File: src/design/psc_pkg.sv
// ----------------------------------------------------------------------------
// PID steering controller package
// Shared widths, register indexes, reset values, the multiplier request and the divider status.
// ----------------------------------------------------------------------------
package psc_pkg;

  localparam int TICK_WIDTH = 16;
  localparam logic [15:0] TICK_MASK = 16'((64'd1 << TICK_WIDTH) - 64'd1);

  localparam int MUL_A_W = 33;
  localparam int MUL_B_W = 24;
  localparam int MUL_P_W = MUL_A_W + MUL_B_W;

  localparam int DIV_W   = 50;
  localparam int DIVS_W  = 16;
  localparam int DIVC_W  = $clog2(DIV_W + 1);

  localparam logic [2:0] REG_PROP_GAIN      = 3'd0;
  localparam logic [2:0] REG_INTEG_GAIN     = 3'd1;
  localparam logic [2:0] REG_DERIV_GAIN     = 3'd2;
  localparam logic [2:0] REG_INTEGRAL_BOUND = 3'd3;
  localparam logic [2:0] REG_DRIVE_UPPER    = 3'd4;
  localparam logic [2:0] REG_DRIVE_LOWER    = 3'd5;
  localparam logic [2:0] REG_TRIM_OFFSET    = 3'd6;
  localparam logic [2:0] REG_TICK_RATE      = 3'd7;

  localparam logic [23:0] RST_PROP_GAIN      = 24'd301990;
  localparam logic [23:0] RST_INTEG_GAIN     = 24'd335544;
  localparam logic [23:0] RST_DERIV_GAIN     = 24'd5033;
  localparam logic [18:0] RST_INTEGRAL_BOUND = 19'd65536;
  localparam logic [15:0] RST_DRIVE_UPPER    = 16'd18022;
  localparam logic [15:0] RST_DRIVE_LOWER    = 16'hC666;
  localparam logic [15:0] RST_TRIM_OFFSET    = 16'hF9BA;
  localparam logic [15:0] RST_TICK_RATE      = 16'd10000;

  typedef struct packed {
    logic               issue;
    logic [MUL_A_W-1:0] a;
    logic [MUL_B_W-1:0] b;
  } mul_req_t;

  typedef struct packed {
    logic busy;
    logic done;
  } div_stat_t;

endpackage

File: src/design/pid_steering_controller.sv
// ----------------------------------------------------------------------------
// PID steering controller
// Fixed-point PID with anti-windup guard, built on one multiplier and one
// iterative divider under a small sequencer.
// ----------------------------------------------------------------------------
// Usage: the input channel (in_valid / in_stall) carries one request per
// control step: measured_pos, target_pos and elapsed_ticks. The output
// channel (out_valid / out_stall) returns one request per step: steer_cmd
// in Q1.15 plus the drive_clamped, integral_clamped and zero_interval flags.
// Gains, limits, trim and tick rate are written through cfg_we, cfg_index
// and cfg_data only while the block is idle: the user is bound to this, the
// block itself does not enforce it. A step runs through two passes of the
// restoring divider (the integral increment and the derivative) and the
// sequencer states around them; a zero interval skips the second pass.
// One step is worked on at a time: in_stall is high from acceptance until
// the result is in the output register, and only then can the next request
// be taken.
// The output register holds its result while out_stall is high; a new
// request can be accepted meanwhile, but its result waits for the held one.
// Synchronous reset loads the register reset values and clears the
// integral, the previous error and the previous drive.
// ----------------------------------------------------------------------------
module pid_steering_controller (
  input  logic              clk,
  input  logic              rst,
  input  logic              in_valid,
  output logic              in_stall,
  input  logic signed [7:0] measured_pos,
  input  logic signed [7:0] target_pos,
  input  logic [15:0]       elapsed_ticks,
  output logic              out_valid,
  input  logic              out_stall,
  output logic signed [15:0] steer_cmd,
  output logic              drive_clamped,
  output logic              integral_clamped,
  output logic              zero_interval,
  input  logic              cfg_we,
  input  logic [2:0]        cfg_index,
  input  logic [23:0]       cfg_data
);

  localparam logic [3:0] S_IDLE   = 4'd0;
  localparam logic [3:0] S_MUL_ET = 4'd1;
  localparam logic [3:0] S_MUL_P  = 4'd2;
  localparam logic [3:0] S_DIV_I  = 4'd3;
  localparam logic [3:0] S_INTEG  = 4'd4;
  localparam logic [3:0] S_MUL_I  = 4'd5;
  localparam logic [3:0] S_MUL_D1 = 4'd6;
  localparam logic [3:0] S_MUL_D2 = 4'd7;
  localparam logic [3:0] S_DSTART = 4'd8;
  localparam logic [3:0] S_DWAIT  = 4'd9;
  localparam logic [3:0] S_SUM    = 4'd10;
  localparam logic [3:0] S_ROUND  = 4'd11;

  // Configuration registers.
  logic [23:0]        prop_gain, integ_gain, deriv_gain;
  logic [18:0]        integral_bound;
  logic signed [15:0] drive_upper, drive_lower, trim_offset;
  logic [15:0]        tick_rate;

  // Controller state.
  logic signed [19:0] integ_acc;
  logic signed [8:0]  last_error;
  logic signed [15:0] last_drive;

  // Per-step working registers.
  logic [3:0]         state;
  logic signed [8:0]  err;
  logic signed [9:0]  derr;
  logic [15:0]        ticks;
  logic [15:0]        rate;
  logic               zero;
  logic               guard;
  logic               iclamp;
  logic [32:0]        p_mag;
  logic [27:0]        i_mag;
  logic [49:0]        d_mag;
  logic signed [51:0] sum;

  psc_pkg::mul_req_t                    mreq;
  logic [psc_pkg::MUL_P_W-1:0]          prod;
  logic                                 dstart;
  logic [psc_pkg::DIV_W-1:0]            dividend;
  logic [psc_pkg::DIVS_W-1:0]           divisor;
  psc_pkg::div_stat_t                   dstat;
  logic [psc_pkg::DIV_W-1:0]            quot;

  psc_mul u_mul (.clk(clk), .req(mreq), .prod(prod));

  psc_div u_div (
    .clk(clk), .rst(rst), .start(dstart), .dividend(dividend),
    .divisor(divisor), .stat(dstat), .quotient(quot)
  );

  logic               in_take;
  logic               res_load;
  logic signed [8:0]  err_in;
  logic signed [16:0] abs_drive;
  logic [8:0]         err_mag;
  logic [9:0]         derr_mag;
  logic [19:0]        integ_mag;

  assign in_stall = (state != S_IDLE);
  assign in_take  = in_valid && !in_stall;
  // The finished step moves into the output register once it is free.
  assign res_load = (state == S_ROUND) && !(out_valid && out_stall);
  assign err_in   = 9'(target_pos) - 9'(measured_pos);
  assign abs_drive = last_drive[15] ? -17'(last_drive) : 17'(last_drive);
  assign err_mag   = err[8] ? -err : err;
  assign derr_mag  = derr[9] ? -derr : derr;
  assign integ_mag = integ_acc[19] ? -integ_acc : integ_acc;

  // Operand selection for the shared multiplier and divider.
  always_comb begin
    mreq     = '0;
    dstart   = 1'b0;
    dividend = '0;
    divisor  = ticks;
    unique case (state)
      S_MUL_ET: begin
        mreq.issue = 1'b1;
        mreq.a     = 33'(err_mag);
        mreq.b     = 24'(ticks);
      end
      S_MUL_P: begin
        mreq.issue = 1'b1;
        mreq.a     = 33'(err_mag);
        mreq.b     = prop_gain;
        dstart     = 1'b1;
        dividend   = {10'd0, prod[23:0], 16'd0};
        divisor    = rate;
      end
      S_MUL_I: begin
        mreq.issue = 1'b1;
        mreq.a     = 33'(integ_mag);
        mreq.b     = integ_gain;
      end
      S_MUL_D1: begin
        mreq.issue = 1'b1;
        mreq.a     = 33'(derr_mag);
        mreq.b     = deriv_gain;
      end
      S_MUL_D2: begin
        mreq.issue = 1'b1;
        mreq.a     = prod[32:0];
        mreq.b     = 24'(rate);
      end
      S_DSTART: begin
        dstart   = !zero;
        dividend = prod[49:0];
        divisor  = ticks;
      end
      default: begin
        mreq   = '0;
        dstart = 1'b0;
      end
    endcase
  end

  // Integral update with windup guard and symmetric clamp.
  logic signed [51:0] inc_s;
  logic signed [51:0] integ_new;
  logic signed [51:0] bound_s;

  assign inc_s     = err[8] ? -52'(quot[40:0]) : 52'(quot[40:0]);
  assign bound_s   = 52'(integral_bound);
  assign integ_new = 52'(integ_acc) + (guard ? inc_s : 52'sd0);

  // Rounding and output clamps.
  logic [51:0]        sum_mag;
  logic [42:0]        rnd_mag;
  logic signed [43:0] drive_w;
  logic signed [15:0] drive_c;
  logic               dclamp;
  logic signed [16:0] cmd_w;
  logic signed [15:0] cmd_s;

  assign sum_mag = sum[51] ? -sum : sum;
  assign rnd_mag = 43'((sum_mag + 52'd256) >> 9);
  assign drive_w = sum[51] ? -44'(rnd_mag) : 44'(rnd_mag);

  always_comb begin
    dclamp  = 1'b1;
    drive_c = drive_w[15:0];
    priority if (drive_w > 44'(drive_upper)) begin
      drive_c = drive_upper;
    end else if (drive_w < 44'(drive_lower)) begin
      drive_c = drive_lower;
    end else begin
      dclamp = 1'b0;
    end
  end

  assign cmd_w = 17'(trim_offset) - 17'(drive_c);

  always_comb begin
    priority if (cmd_w > 17'sd32767) begin
      cmd_s = 16'sh7FFF;
    end else if (cmd_w < -17'sd32768) begin
      cmd_s = 16'sh8000;
    end else begin
      cmd_s = cmd_w[15:0];
    end
  end

  // Configuration writes.
  always_ff @(posedge clk) begin
    if (rst) begin
      prop_gain      <= psc_pkg::RST_PROP_GAIN;
      integ_gain     <= psc_pkg::RST_INTEG_GAIN;
      deriv_gain     <= psc_pkg::RST_DERIV_GAIN;
      integral_bound <= psc_pkg::RST_INTEGRAL_BOUND;
      drive_upper    <= psc_pkg::RST_DRIVE_UPPER;
      drive_lower    <= psc_pkg::RST_DRIVE_LOWER;
      trim_offset    <= psc_pkg::RST_TRIM_OFFSET;
      tick_rate      <= psc_pkg::RST_TICK_RATE;
    end else if (cfg_we) begin
      unique case (cfg_index)
        psc_pkg::REG_PROP_GAIN:      prop_gain      <= cfg_data;
        psc_pkg::REG_INTEG_GAIN:     integ_gain     <= cfg_data;
        psc_pkg::REG_DERIV_GAIN:     deriv_gain     <= cfg_data;
        psc_pkg::REG_INTEGRAL_BOUND: integral_bound <= cfg_data[18:0];
        psc_pkg::REG_DRIVE_UPPER:    drive_upper    <= cfg_data[15:0];
        psc_pkg::REG_DRIVE_LOWER:    drive_lower    <= cfg_data[15:0];
        psc_pkg::REG_TRIM_OFFSET:    trim_offset    <= cfg_data[15:0];
        psc_pkg::REG_TICK_RATE:      tick_rate      <= cfg_data[15:0];
        default: ;
      endcase
    end
  end

  // Sequencer and controller state.
  always_ff @(posedge clk) begin
    if (rst) begin
      state      <= S_IDLE;
      out_valid  <= 1'b0;
      integ_acc  <= '0;
      last_error <= '0;
      last_drive <= '0;
    end else begin
      if (res_load) begin
        out_valid <= 1'b1;
      end else if (out_valid && !out_stall) begin
        out_valid <= 1'b0;
      end
      unique case (state)
        S_IDLE: begin
          if (in_take) begin
            state <= S_MUL_ET;
          end
        end
        S_MUL_ET: state <= S_MUL_P;
        S_MUL_P:  state <= S_DIV_I;
        S_DIV_I: begin
          if (dstat.done) begin
            state <= S_INTEG;
          end
        end
        S_INTEG: begin
          priority if (integ_new > bound_s) begin
            integ_acc <= 20'(integral_bound);
          end else if (integ_new < -bound_s) begin
            integ_acc <= -20'(integral_bound);
          end else begin
            integ_acc <= integ_new[19:0];
          end
          state <= S_MUL_I;
        end
        S_MUL_I:  state <= S_MUL_D1;
        S_MUL_D1: state <= S_MUL_D2;
        S_MUL_D2: state <= S_DSTART;
        S_DSTART: state <= zero ? S_SUM : S_DWAIT;
        S_DWAIT: begin
          if (dstat.done) begin
            state <= S_SUM;
          end
        end
        S_SUM: state <= S_ROUND;
        S_ROUND: begin
          if (res_load) begin
            last_error <= err;
            last_drive <= drive_c;
            state      <= S_IDLE;
          end
        end
        default: state <= S_IDLE;
      endcase
    end
  end

  // Datapath registers.
  always_ff @(posedge clk) begin
    if (in_take) begin
      err   <= err_in;
      derr  <= 10'(err_in) - 10'(last_error);
      ticks <= elapsed_ticks & psc_pkg::TICK_MASK;
      rate  <= (tick_rate == 16'd0) ? 16'd1 : tick_rate;
      zero  <= (elapsed_ticks & psc_pkg::TICK_MASK) == 16'd0;
      guard <= abs_drive < 17'(drive_upper);
    end
    if (state == S_DIV_I && dstat.done) begin
      p_mag <= prod[32:0];
    end
    if (state == S_INTEG) begin
      iclamp <= (integ_new > bound_s) || (integ_new < -bound_s);
    end
    if (state == S_MUL_D1) begin
      i_mag <= prod[43:16];
    end
    if (state == S_DSTART) begin
      d_mag <= '0;
    end else if (state == S_DWAIT && dstat.done) begin
      d_mag <= quot;
    end
    if (state == S_SUM) begin
      sum <= (err[8] ? -52'(p_mag) : 52'(p_mag))
           + (integ_acc[19] ? -52'(i_mag) : 52'(i_mag))
           + (derr[9] ? -52'(d_mag) : 52'(d_mag));
    end
    if (res_load) begin
      steer_cmd        <= cmd_s;
      drive_clamped    <= dclamp;
      integral_clamped <= iclamp;
      zero_interval    <= zero;
    end
  end

  // The divider is never left running once the sequencer is back at rest.
  a_div_idle: assert property (@(posedge clk) disable iff (rst)
    state == S_IDLE |-> !dstat.busy)
    else $error("divider busy while sequencer idle");

  // An accepted request always starts the sequencer.
  a_take_starts: assert property (@(posedge clk) disable iff (rst)
    in_take |=> state == S_MUL_ET)
    else $error("accepted request did not start a step");

  // A new result only appears from the final sequencer step.
  a_result_src: assert property (@(posedge clk) disable iff (rst)
    $rose(out_valid) |-> $past(state) == S_ROUND)
    else $error("result raised outside the final step");

  // A zero interval never runs the derivative division.
  a_zero_nodiv: assert property (@(posedge clk) disable iff (rst)
    state == S_DSTART && zero |-> !dstart)
    else $error("divider started on a zero interval");

endmodule

File: src/design/psc_mul.sv
// ----------------------------------------------------------------------------
// PID steering controller shared multiplier
// Unsigned multiply with a registered product, loaded on each issue.
// ----------------------------------------------------------------------------
module psc_mul (
  input  logic                     clk,
  input  psc_pkg::mul_req_t        req,
  output logic [psc_pkg::MUL_P_W-1:0] prod
);

  always_ff @(posedge clk) begin
    if (req.issue) begin
      prod <= psc_pkg::MUL_P_W'(req.a) * psc_pkg::MUL_P_W'(req.b);
    end
  end

endmodule

File: src/design/psc_div.sv
// ----------------------------------------------------------------------------
// PID steering controller shared divider
// Restoring unsigned divider, one quotient bit per cycle.
// ----------------------------------------------------------------------------
module psc_div (
  input  logic                         clk,
  input  logic                         rst,
  input  logic                         start,
  input  logic [psc_pkg::DIV_W-1:0]    dividend,
  input  logic [psc_pkg::DIVS_W-1:0]   divisor,
  output psc_pkg::div_stat_t           stat,
  output logic [psc_pkg::DIV_W-1:0]    quotient
);

  logic [psc_pkg::DIVS_W-1:0] rem;
  logic [psc_pkg::DIVS_W-1:0] dsr;
  logic [psc_pkg::DIVC_W-1:0] cnt;
  logic [psc_pkg::DIVS_W:0]   trial;
  logic                       fits;

  assign trial = {rem, quotient[psc_pkg::DIV_W-1]};
  assign fits  = trial >= {1'b0, dsr};

  always_ff @(posedge clk) begin
    if (rst) begin
      stat <= '0;
      cnt  <= '0;
    end else if (start) begin
      stat.busy <= 1'b1;
      stat.done <= 1'b0;
      cnt       <= psc_pkg::DIVC_W'(psc_pkg::DIV_W);
    end else if (stat.busy) begin
      cnt <= cnt - 1'b1;
      if (cnt == psc_pkg::DIVC_W'(1)) begin
        stat.busy <= 1'b0;
        stat.done <= 1'b1;
      end
    end else begin
      stat.done <= 1'b0;
    end
  end

  always_ff @(posedge clk) begin
    if (start) begin
      quotient <= dividend;
      rem      <= '0;
      dsr      <= divisor;
    end else if (stat.busy) begin
      quotient <= {quotient[psc_pkg::DIV_W-2:0], fits};
      rem      <= fits ? psc_pkg::DIVS_W'(trial - {1'b0, dsr})
                       : psc_pkg::DIVS_W'(trial);
    end
  end

endmodule

File: config.mk
export PLATFORM = sky130hd
export DESIGN_NAME = pid_steering_controller
export DESIGN_NICKNAME = d
export VERILOG_FILES = /design/src/design/psc_pkg.sv /design/src/design/pid_steering_controller.sv /design/src/design/psc_mul.sv /design/src/design/psc_div.sv
export SDC_FILE = /design/constraint.sdc
export NUM_CORES = 2
export LEC_CHECK = 0
export ABC_AREA = 0
export BUFFER_PORTS_ARGS = -buffer_cell sky130_fd_sc_hd__buf_2
export CAP_MARGIN = 20
export CORE_UTILIZATION = 30
export CTS_CLUSTER_SIZE = 40
export DETAILED_ROUTE_END_ITERATION = 8
export PLACE_DENSITY = 0.47
export SETUP_SLACK_MARGIN = 0.15
export SLEW_MARGIN = 15
export SYNTH_ARGS = -nofsm -noshare
export SYNTH_HDL_FRONTEND = slang
export SYNTH_HIERARCHICAL = 1
export SYNTH_SLANG_ARGS = --single-unit
File: constraint.sdc
create_clock -name clk -period 27.9 [get_ports clk]
set_input_delay 5.58 -clock clk [delete_from_list [all_inputs] [get_ports clk]]
set_output_delay 5.58 -clock clk [all_outputs]
set_load 0.005 [all_outputs]
Word level (Yosys, flattened, before mapping)
Index checks and enable logic that the tools add are counted.
Widths: inputs -> output; s select.
Word-level totals
  register bits after elaboration: 581
  input port bits: 64
  word-level logic and storage cells: 158
Operators by class
  reductions and logical operators: 30
  magnitude comparators: 8
  bitwise gates (word level): 1
  muxes and demuxes: 38
  eq/ne operators: 23
  add/subtract/negate cells: 21
  multiply operators: 1
Operators with widths (number)
  $mux 52: 6
  $pmux 58 s5: 1
  $add 52x52->52: 2
  $mux 50: 2
  $pmux 50 s2: 1
  $mux 16: 5
  $mux 20: 3
  $add 20x52->52: 1
  $add 52x9->52 const B: 1
  $gt 52x20->1: 1
  $lt 52x52->1: 1
  $neg 19->52: 1
  $neg 28->52: 1
  $neg 33->52: 1
  $neg 41->52: 1
  $neg 50->52: 1
  $neg 52->52: 1
  $mul 33x24->50: 1
  $pmux 4 s12: 1
  $gt 44x16->1: 1
  $lt 44x16->1: 1
  $mux 44: 1
  $neg 43->44: 1
  $logic_not 16->1: 2
  44 further kinds: 84

Longest topological paths before layout
  depth after elaboration: 11
  depth in mapped cells: 57
  depth with buffers taken out: 44

Hierarchy
The synthesis kept the hierarchy.
By module, submodules not included
  pid_steering_controller: cells each 4766, area each 38735.9 um2, instances 1
  psc_mul: cells each 2970, area each 27274.9 um2, instances 1
  psc_div: cells each 372, area each 4545.6 um2, instances 1

Worst setup path after synthesis
Ideal clock, no wire load.
  kind: reg2reg
  start point: reg sum[51]
  end point: reg steer_cmd[12] (data pin)
  clock period less this slack: 13678 ps
  data required time: 27627 ps
  library setup time: 273 ps
  arrival time: 13404 ps
  cell stages (with the launch flop): 57
  path slack: 14222 ps
  cell sequence: edfxtp_1 clkbuf_1 clkbuf_1 clkbuf_1 clkbuf_1 clkbuf_1 clkbuf_1 buf_1 buf_1 clkbuf_1 clkbuf_1 clkbuf_1 clkbuf_1 nand2_1 xnor2_1 ha_1 nand2_1 or3_1 [... 21 more ...] clkbuf_1 nand2_1 o21ai_0 inv_1 ha_1 nor2b_1 o21ai_0 nand2b_1 a21oi_1 o21ai_0 and2_1 o311a_1 a221oi_1 o21ai_0 xor2_1 nor2_1 clkbuf_1 o21ai_0
Between the ends
  cells in the longest elaborated chain, start to end: 11
  elaborated cells on any way between the ends: 13
  classes of those cells: add/sub: 4; order compare: 4; mux: 5
RTL lines
  from (decl): line pid_steering_controller.sv:78  | logic signed [51:0] sum;
  from (signal assigned): line pid_steering_controller.sv:316  | sum <= (err[8] ? -52'(p_mag) : 52'(p_mag))
  $neg 52->52: line pid_steering_controller.sv:178  | assign sum_mag = sum[51] ? -sum : sum;
  $mux 52: line pid_steering_controller.sv:178
  $add 52x9->52: line pid_steering_controller.sv:179  | assign rnd_mag = 43'((sum_mag + 52'd256) >> 9);
  $neg 43->44: line pid_steering_controller.sv:180  | assign drive_w = sum[51] ? -44'(rnd_mag) : 44'(rnd_mag);
  $mux 44 *: line pid_steering_controller.sv:180
  $lt 44x16->1: line pid_steering_controller.sv:187  | end else if (drive_w < 44'(drive_lower)) begin
  $mux 16: line pid_steering_controller.sv:187
  $mux 16 *: line pid_steering_controller.sv:185  | priority if (drive_w > 44'(drive_upper)) begin
  net drive_c[1]: line pid_steering_controller.sv:173  | logic signed [15:0] drive_c;
  $sub 16x16->17 *: line pid_steering_controller.sv:194  | assign cmd_w = 17'(trim_offset) - 17'(drive_c);
  $lt 17x16->1: line pid_steering_controller.sv:199  | end else if (cmd_w < -17'sd32768) begin
  $mux 16: line pid_steering_controller.sv:199
  to (signal assigned): line pid_steering_controller.sv:321  | steer_cmd <= cmd_s;
  to (decl): line pid_steering_controller.sv:33  | output logic signed [15:0] steer_cmd,
The timed path passes the listed nets; every way through them passes the cells marked *.
A chain may end at the register's enable or synchronous reset.

Worst setup path in the final report
  start point: reg sum[51]
  end point: reg steer_cmd[6] (data pin)
The elaborated chain is that of the path after synthesis.

==> metrics.md <==
| Metric | Value |
|---|---|
| Worst min path class | reg2reg |
| Critical Path End Type | flop |
| Sw frac | 35.4% |
| Global Route Usage Sum | 19.8% |
| Finished Cell Area | 75000 um^2 |
| Std cell rows | 175 |
| Worst-path maximum fanout | 66 |
| Initial Utilization | between 30% and 40% |
| Syn avg cell area | between 8 and 9 um^2 |
| Residual DRC | 0 |
| Initial antenna violation count | 22 |
| Routed wire length | 232000 um |
| Leak | 0.0322 uW |
| Cells after Synth | 7946 |
| DPL Wire Length | 175000 um |
| CP most frequent cell | o21ai_0 |
| Crit Path Class | reg2reg |
| Die height | 482 um |
| R2R Setup Slk | between 10 and 15 ns |
| CTS tree | built |
| Num CTS Buffers | 69 |
| Final setup viols | 0 |
| I/O pins | 85 |
| FF-to-FF path depth | 40 |
| Crit path largest cell delay | 0.89 ns |
| Post-route ant nets | 0 |
| Post-place instance area | 72600 um^2 |
| Clock Latency Late Sink | 0.69 ns |
| Area grow syn2layout | 8.63% |
| Starting DRT DRC Count | around 3.6k |
| Global-route wire length before repair | 353000 um |
| Critical Path End | steer_cmd[6] |
| Setup Skew | 0.0609 ns |
| RSZ-0062 raised after global routing | no |
| Die Area | approximately 230000 um^2 |
| Final Max Tran Viols | 0 |
| Fin crit period | ~13 ns |
| Int Power | 1800 uW |
| Slew HR | 21.0% |
| Largest net degree at the start of global routing | 94 |
| Sequential share of power | 37.6% |
| Final worst-path cycle share | a little under half |
| Vias | 56.2k |
| Core area | 228000 um^2 |
| Clock transition at path regs | 0.07 ns |
| Clock share of power | between 30% and 40% |
| Setup Fix Bufs, Post-CTS | 0 |
| CTS max path bufs | 3 |
| Max Cap Viol | 0 |
| Worst Max-Slew Pin Slew | 1.18 ns |
| DRT Pass-1 Iters | 6 |
| CTS hold repair buffers | 0 |
| Net switching power | between 900 and 1000 uW |
| Cell Area, Synth | roughly 69000 um^2 |
| GP Congestion | 0.853 |
| Status | completed |
| Max stage delay cell, worst path | xor2_1 |
| Vias in the first global route | 56.6k |
| RR Startpoint | sum[51] |
| Die X | just under 500 um |
| Worst EP required | 28.29 ns |
| CP arrival | between 10 and 15 ns |
| Clk sink count | between 500 and 600 |
| Vias per inst | 5.19 |
| H-tree levels | 3 |
| Nets | roughly 9.0k |
| Resized Gates After CTS | 0 |
| Crit path launch | sum[51] |
| PortBufs | 84 |
| Layout cells sized above 1 | roughly 6% |
| Fin. Hold Viols | 0 |
| Wire per inst | 21.4 um |
| Max Clk Rate | about 77 MHz |
| Max VDD drop | 0.0000435 V |
| Most frequent cells in the layout | nand2_1, inv_1, fa_1, and2_1, ha_1 |
| Setup TNS Final | 0 ns |
| Logic pwr share | around 28% |
| Remaining global-route overflow | 0 |
| Root buffer cell | clkbuf_16 |
| RR Endpoint | steer_cmd[6] |
| Yosys warning total | 6 |
| Commonest non-fill, non-tap cell in the layout | nand2_1 |
| Net Count, Synth | 9215 |
| Critical Path Start Type | flop |
| Power Dens Cells | approximately 37 nW/um^2 |
==> cell type report <==
class,instances,area (um^2)
fillers,23666,153000
multi-input cells,5950,49300
diodes,3,7.51
inverters,981,3680
flip-flops and latches,581,14700
clock buffers,88,1870
well taps,3009,3760
clock inverters,40,524
repair buffers,180,1160
==> state kept, by name, summed over array words and instances, names as in the netlist, 10 cells and up <==
signal          count
sum                52
d_mag              50
u_div/quotient     50
u_mul/prod         50
p_mag              33
i_mag              28
deriv_gain         24
integ_gain         24
prop_gain          24
integ_acc          20
integral_bound     19
drive_lower        16
drive_upper        16
last_drive         16
rate               16
steer_cmd          16
tick_rate          16
ticks              16
trim_offset        16
u_div/dsr          16
u_div/rem          16
derr               10
==> stage by stage <==
step	hold slack (ns)	setup slack [ns]	std cells	total power, uW	util (%)
final	0.428	14.98	10832	2780	32.9
after global routing	0.446	13.67	10831	2920	32.9
after global placement	0.409	14.95	10699	1810	31.8
after CTS	0.430	15.01	10829	2800	32.9
after floorplan	0.400	14.22	7946	1560	-
after detailed placement	0.415	14.99	10701	1820	31.8
==> how the worst min path moves through the flow <==
stage,end,cells after the start,slack (ns),start
after detailed placement,integral_clamped,0,0.42,iclamp
after global routing,integral_clamped,0,0.45,iclamp
after floorplan,integral_clamped,0,0.40,iclamp
after global placement,integral_clamped,0,0.41,iclamp
final,integral_clamped,0,0.43,iclamp
after CTS,integral_clamped,0,0.43,iclamp
==> power by group through the flow <==
stage | logic, uW | registers, uW | clock network [uW]
2_1_floorplan | 536 | 1020 | 0
3_3_place_gp | 752 | 1060 | 0
3_5_place_dp | 758 | 1060 | 0
4_1_cts | 764 | 1040 | 992
5_1_grt | 845 | 1050 | 1020
6_report | 769 | 1040 | 966
==> critical path, delay by kind of cell (launching register included) <==
| family | cells | cell delay [ns] |
|---|---|---|
| xor gates and xnor gates | 4 | 1.58 |
| adders and majority gates | 2 | 0.56 |
| and+or+nand+nor | 13 | 4.28 |
| AOI/OAI and AO/OA | 16 | 4.21 |
| DFF | 1 | 0.32 |
| buffers and inverters | 5 | 1.62 |
==> per-layer routing <==
layer	vias to the layer above	wire (um)	track usage [%]
li1	26154	-	-
met1	28276	110000	28.3
met2	1537	105000	32.1
met3	256	11800	1.83
met4	2	5100	4.57
met5	-	13	0
Power figures use the tool's default switching activity.
